==> config.mk <==
export PLATFORM = sky130hd
export DESIGN_NAME = sgdm_mul
export DESIGN_NICKNAME = d
export VERILOG_FILES = /design/src/hw/rtl/sgdm_pkg.sv /design/src/hw/rtl/sgdm_mul.sv
export SDC_FILE = /design/constraint.sdc
export NUM_CORES = 1
export LEC_CHECK = 0
export ABC_CLOCK_PERIOD_IN_PS = 8650
export BUFFER_PORTS_ARGS = -buffer_cell sky130_fd_sc_hd__buf_2
export CAP_MARGIN = 0
export CORE_UTILIZATION = 40
export CTS_CLUSTER_DIAMETER = 80
export DETAILED_ROUTE_END_ITERATION = 16
export PLACE_DENSITY = 0.67
export SLEW_MARGIN = 20
export SYNTH_ARGS = -nofsm -noshare
export SYNTH_HDL_FRONTEND = slang
export SYNTH_SLANG_ARGS = --single-unit
export TNS_END_PERCENT = 1
==> constraint.sdc <==
create_clock -name clk -period 8.65 [get_ports clk]
set_input_delay 1.2975 -clock clk [delete_from_list [all_inputs] [get_ports clk]]
set_output_delay 1.2975 -clock clk [all_outputs]
set_load 0.02 [all_outputs]
==> src/hw/rtl/sgdm_pkg.sv <==
package sgdm_pkg;

    localparam int ADDR_W             = 12;
    localparam int DATA_W             = 32;
    localparam int SUM_W              = 40;
    localparam int COEF_W             = 16;
    localparam int CFG_IDX_W          = 8;
    localparam int FRAC_BITS          = 16;
    localparam int VELOCITY_DEPTH_DEF = 4096;

    // multiplier operands: unsigned Q1.16 times signed Q16.16
    localparam int MUL_A_W    = COEF_W + 1;
    localparam int MUL_P_W    = MUL_A_W + 1 + DATA_W;
    localparam int MUL_FLR_W  = MUL_P_W - FRAC_BITS;

    localparam logic [COEF_W-1:0]  LR_RESET   = 16'd655;
    localparam logic [COEF_W-1:0]  BETA_RESET = 16'd58982;
    localparam logic [MUL_A_W-1:0] ONE_Q16    = 17'h10000;

    localparam logic [CFG_IDX_W-1:0] CFG_LEARNING_RATE = 8'd0;
    localparam logic [CFG_IDX_W-1:0] CFG_MOMENTUM_BETA = 8'd1;

    typedef struct packed {
        logic wr;
        logic rd;
    } vmem_ctl_t;

    function automatic logic signed [DATA_W-1:0] sat32(input logic signed [SUM_W:0] x);
        logic signed [SUM_W:0] hi;
        logic signed [SUM_W:0] lo;
        hi = 41'sh00_7FFF_FFFF;
        lo = -41'sh00_8000_0000;
        if (x > hi)
        begin
            return 32'sh7FFF_FFFF;
        end
        else if (x < lo)
        begin
            return 32'sh8000_0000;
        end
        return x[DATA_W-1:0];
    endfunction

    function automatic logic signed [SUM_W-1:0] sat40(input logic signed [SUM_W:0] x);
        if (x[SUM_W] != x[SUM_W-1])
        begin
            return x[SUM_W] ? {1'b1, {(SUM_W-1){1'b0}}} : {1'b0, {(SUM_W-1){1'b1}}};
        end
        return x[SUM_W-1:0];
    endfunction

endpackage

==> src/hw/rtl/sgdm_mul.sv <==
module sgdm_mul
    import sgdm_pkg::*;
(
    input  logic                        clk,
    input  logic                        start,
    input  logic [MUL_A_W-1:0]          op_a,
    input  logic signed [DATA_W-1:0]    op_b,
    output logic signed [MUL_FLR_W-1:0] prod_floor
);

    logic signed [MUL_P_W-1:0] prod_full;
    logic signed [MUL_P_W-1:0] prod_reg;

    assign prod_full = $signed({1'b0, op_a}) * op_b;

    always_ff @(posedge clk)
    begin
        if (start)
        begin
            prod_reg <= prod_full;
        end
    end

    // dropping the fraction bits of a two's complement value rounds toward minus infinity
    assign prod_floor = prod_reg[MUL_P_W-1:FRAC_BITS];

endmodule

==> metrics <==
Post-CTS Setup Bufs 0; Critical Path RT 8.72 ns; Synth area leaders fa_1 52%, inv_1 12%, and2_1 10%, ha_1 7.2%, edfxtp_1 5.1%; hold depth 1; routed wire length 49100 um; area share of the largest cell type after synthesis 0.5216; vias in the first global route 15940; first-pass GRT wire length 82770 um; Filler cells 4879; TNS Setup 0 ns; WP data arrival 7.90 ns; Max Slew Vio Count 0; worst rel slew slack 0.3622; final worst-path cycle share 0.9048; clock sinks 34; synth warn 0; final non-filler cell total 2849; final setup vio count 0; syn_area_per_cell 9.218 um^2; sequential fraction of the synthesis area 0.05126; Initial Util 0.4061; Worst Hold End prod_reg[46]; Via Count 14000; die width 225.2 um; vias per cell 4.915; Max Cap Viol 0; clk buf depth 2; area leader, netlist fa_1; Worst-Margin Slew 0.9467 ns; CTS clk-pin slew, worst paths 0.06 ns; crit-path max FO 32; GR Layer Usage met2 0.3750; cells after synthesis 2161; CTS HTree Levels 2; PortBufs 84; global routing usage on met1 0.2578; share of cells above drive strength 1 0.05360; Synth-to-Final Area Change 5.999%; Unique masters post-synth 45; final hold violations 0; Fmax 127.8 MHz; cts hold-fix bufs 0; min cycle time layout 7.827 ns; hpwl dp 40750 um; CTS tree yes; GRT Total Usage 0.2115; number of flops mapped to enable cells by yosys 34; Remaining Overflow, GRT 0; post-synthesis cell area 19920 um^2; M3 GR Usage 0.02660; Synth Flop Type edfxtp_1; I/O pin total 85; outcome finished clean; initial antenna violation count 0; Hold Startpoint start; HP Class in2reg; ANT nets after route 0; most used routing layer met2; router iterations before antenna repair 5; row count 81; cts repair resizes 0; Die ar. 50690 um^2; largest net degree at the start of global routing 35; number of buffers created by CTS 5; syn_nets 2846; die height 225.2 um; initial DRC count 740; wire per inst 17.23 um; RSZ-0062 raised after global routing no; Placed Cells 2839; core area 49050 um^2; Worst Setup End Kind register; crit path launch type input pin; gpl congestion 0.8753; CTS root buffer clkbuf_16; DRC 0; Setup CP Type in2reg; synthesis-stage register bit count 34; fin nets 2867; post-synthesis async set-or-reset flop share 0; max reg flops 34; placed cell areas 20970 um^2; final instance area 21110 um^2
==> synth_stat cells (2+ instances only) <==
library cell  count
fa_1            519
a31oi_1           6
nand2_1         240
o211ai_1          5
o21ai_1           3
nand2b_1          6
and3_1            3
o21bai_1          6
nand4_1           7
nor3_1            5
xor2_1           15
nand3_1           7
ha_1            115
o21a_1            3
inv_1           632
and4_1            3
and2_1          325
a21oi_1          38
xnor2_1          26
a21oi_2           3
or2_2             2
a211o_1           3
edfxtp_1         34
nor2b_1           6
nor2_1           14
clkbuf_1         87
o21ai_0          12
o2111ai_1         2
a21o_1           18
==> final cells by class <==
class,instances,area (um^2),area share
clock inverters,2,8.758,0.0004148
inverters,632,2372,0.1124
multi-input cells,1408,16200,0.7672
diodes,2,5.005,0.0002370
well taps,664,830.8,0.03935
flip-flops and latches,34,1021,0.04836
clock buffers,6,128.9,0.006104
repair buffers,101,548.0,0.02596
==> routing by layer <==
layer / routed length (um) / share of wire
met5: 0 / 0
met2: 24950 / 0.51
met4: 2423 / 0.049
met1: 19130 / 0.39
met3: 2596 / 0.053
==> placed cells by master (no fill, tap or decap), types with 6 or more instances in the layout <==
master,count
inv_1,632
fa_1,519
and2_1,325
nand2_1,240
ha_1,115
buf_2,84
a21oi_1,38
edfxtp_1,34
xnor2_1,26
a21o_1,18
buf_4,17
xor2_1,15
nor2_1,14
o21ai_0,12
nand3_1,7
nand4_1,7
nor2b_1,6
nand2b_1,6
a31oi_1,6
o21bai_1,6
==> worst max-delay path: stages <==
cell       delay (ns)
buf_2            0.44
and2_1           0.25
fa_1             0.42
inv_1            0.07
fa_1             0.43
fa_1             0.52
inv_1            0.06
fa_1             0.49
fa_1             0.49
inv_1            0.05
fa_1             0.47
inv_1            0.05
ha_1             0.29
nand3_1          0.11
or2_2            0.34
a2111oi_4        0.62
o2111ai_1        0.20
a211o_1          0.38
a21oi_1          0.30
a21o_1           0.29
a41oi_1          0.16
xnor2_1          0.15
==> through the flow <==
stage / util / worst slack, ns / hold slack (ns)
after detailed placement: 0.4275 / 0.4482 / 1.747
after global placement: 0.4275 / 0.6010 / 1.753
after floorplan: - / 1.339 / 1.410
after global routing: 0.4303 / 0.5447 / 1.736
after CTS: 0.4303 / 0.8379 / 1.711
final: 0.4304 / 0.8235 / 1.686
==> how the worst max path moves through the flow <==
stage / from / end / slack, ns / cells past startpoint
6_report: op_a[7] / prod_reg[46] / 0.82 / 22
5_1_grt: op_a[7] / prod_reg[41] / 0.54 / 22
4_1_cts: op_a[7] / prod_reg[46] / 0.84 / 22
3_5_place_dp: op_a[7] / prod_reg[46] / 0.45 / 22
3_3_place_gp: op_a[3] / prod_reg[46] / 0.60 / 22
2_1_floorplan: op_b[23] / prod_reg[44] / 1.34 / 22
==> cells by family (layout without fill, tap and decap cells) <==
logic type	after synthesis	in the layout	synth area share
XOR/XNOR	41	41	0.01803
AO/OA/AOI/OAI	112	112	0.03857
other	0	2	0
adder cells (fa/ha/maj)	634	634	0.5938
flip-flops	34	34	0.05126
buffers and inverters	719	741	0.1355
AND/OR/NAND/NOR	621	621	0.1628
Power is not shown: default switching activity piles up to over one toggle a cycle in this logic, so the estimate is an artifact.
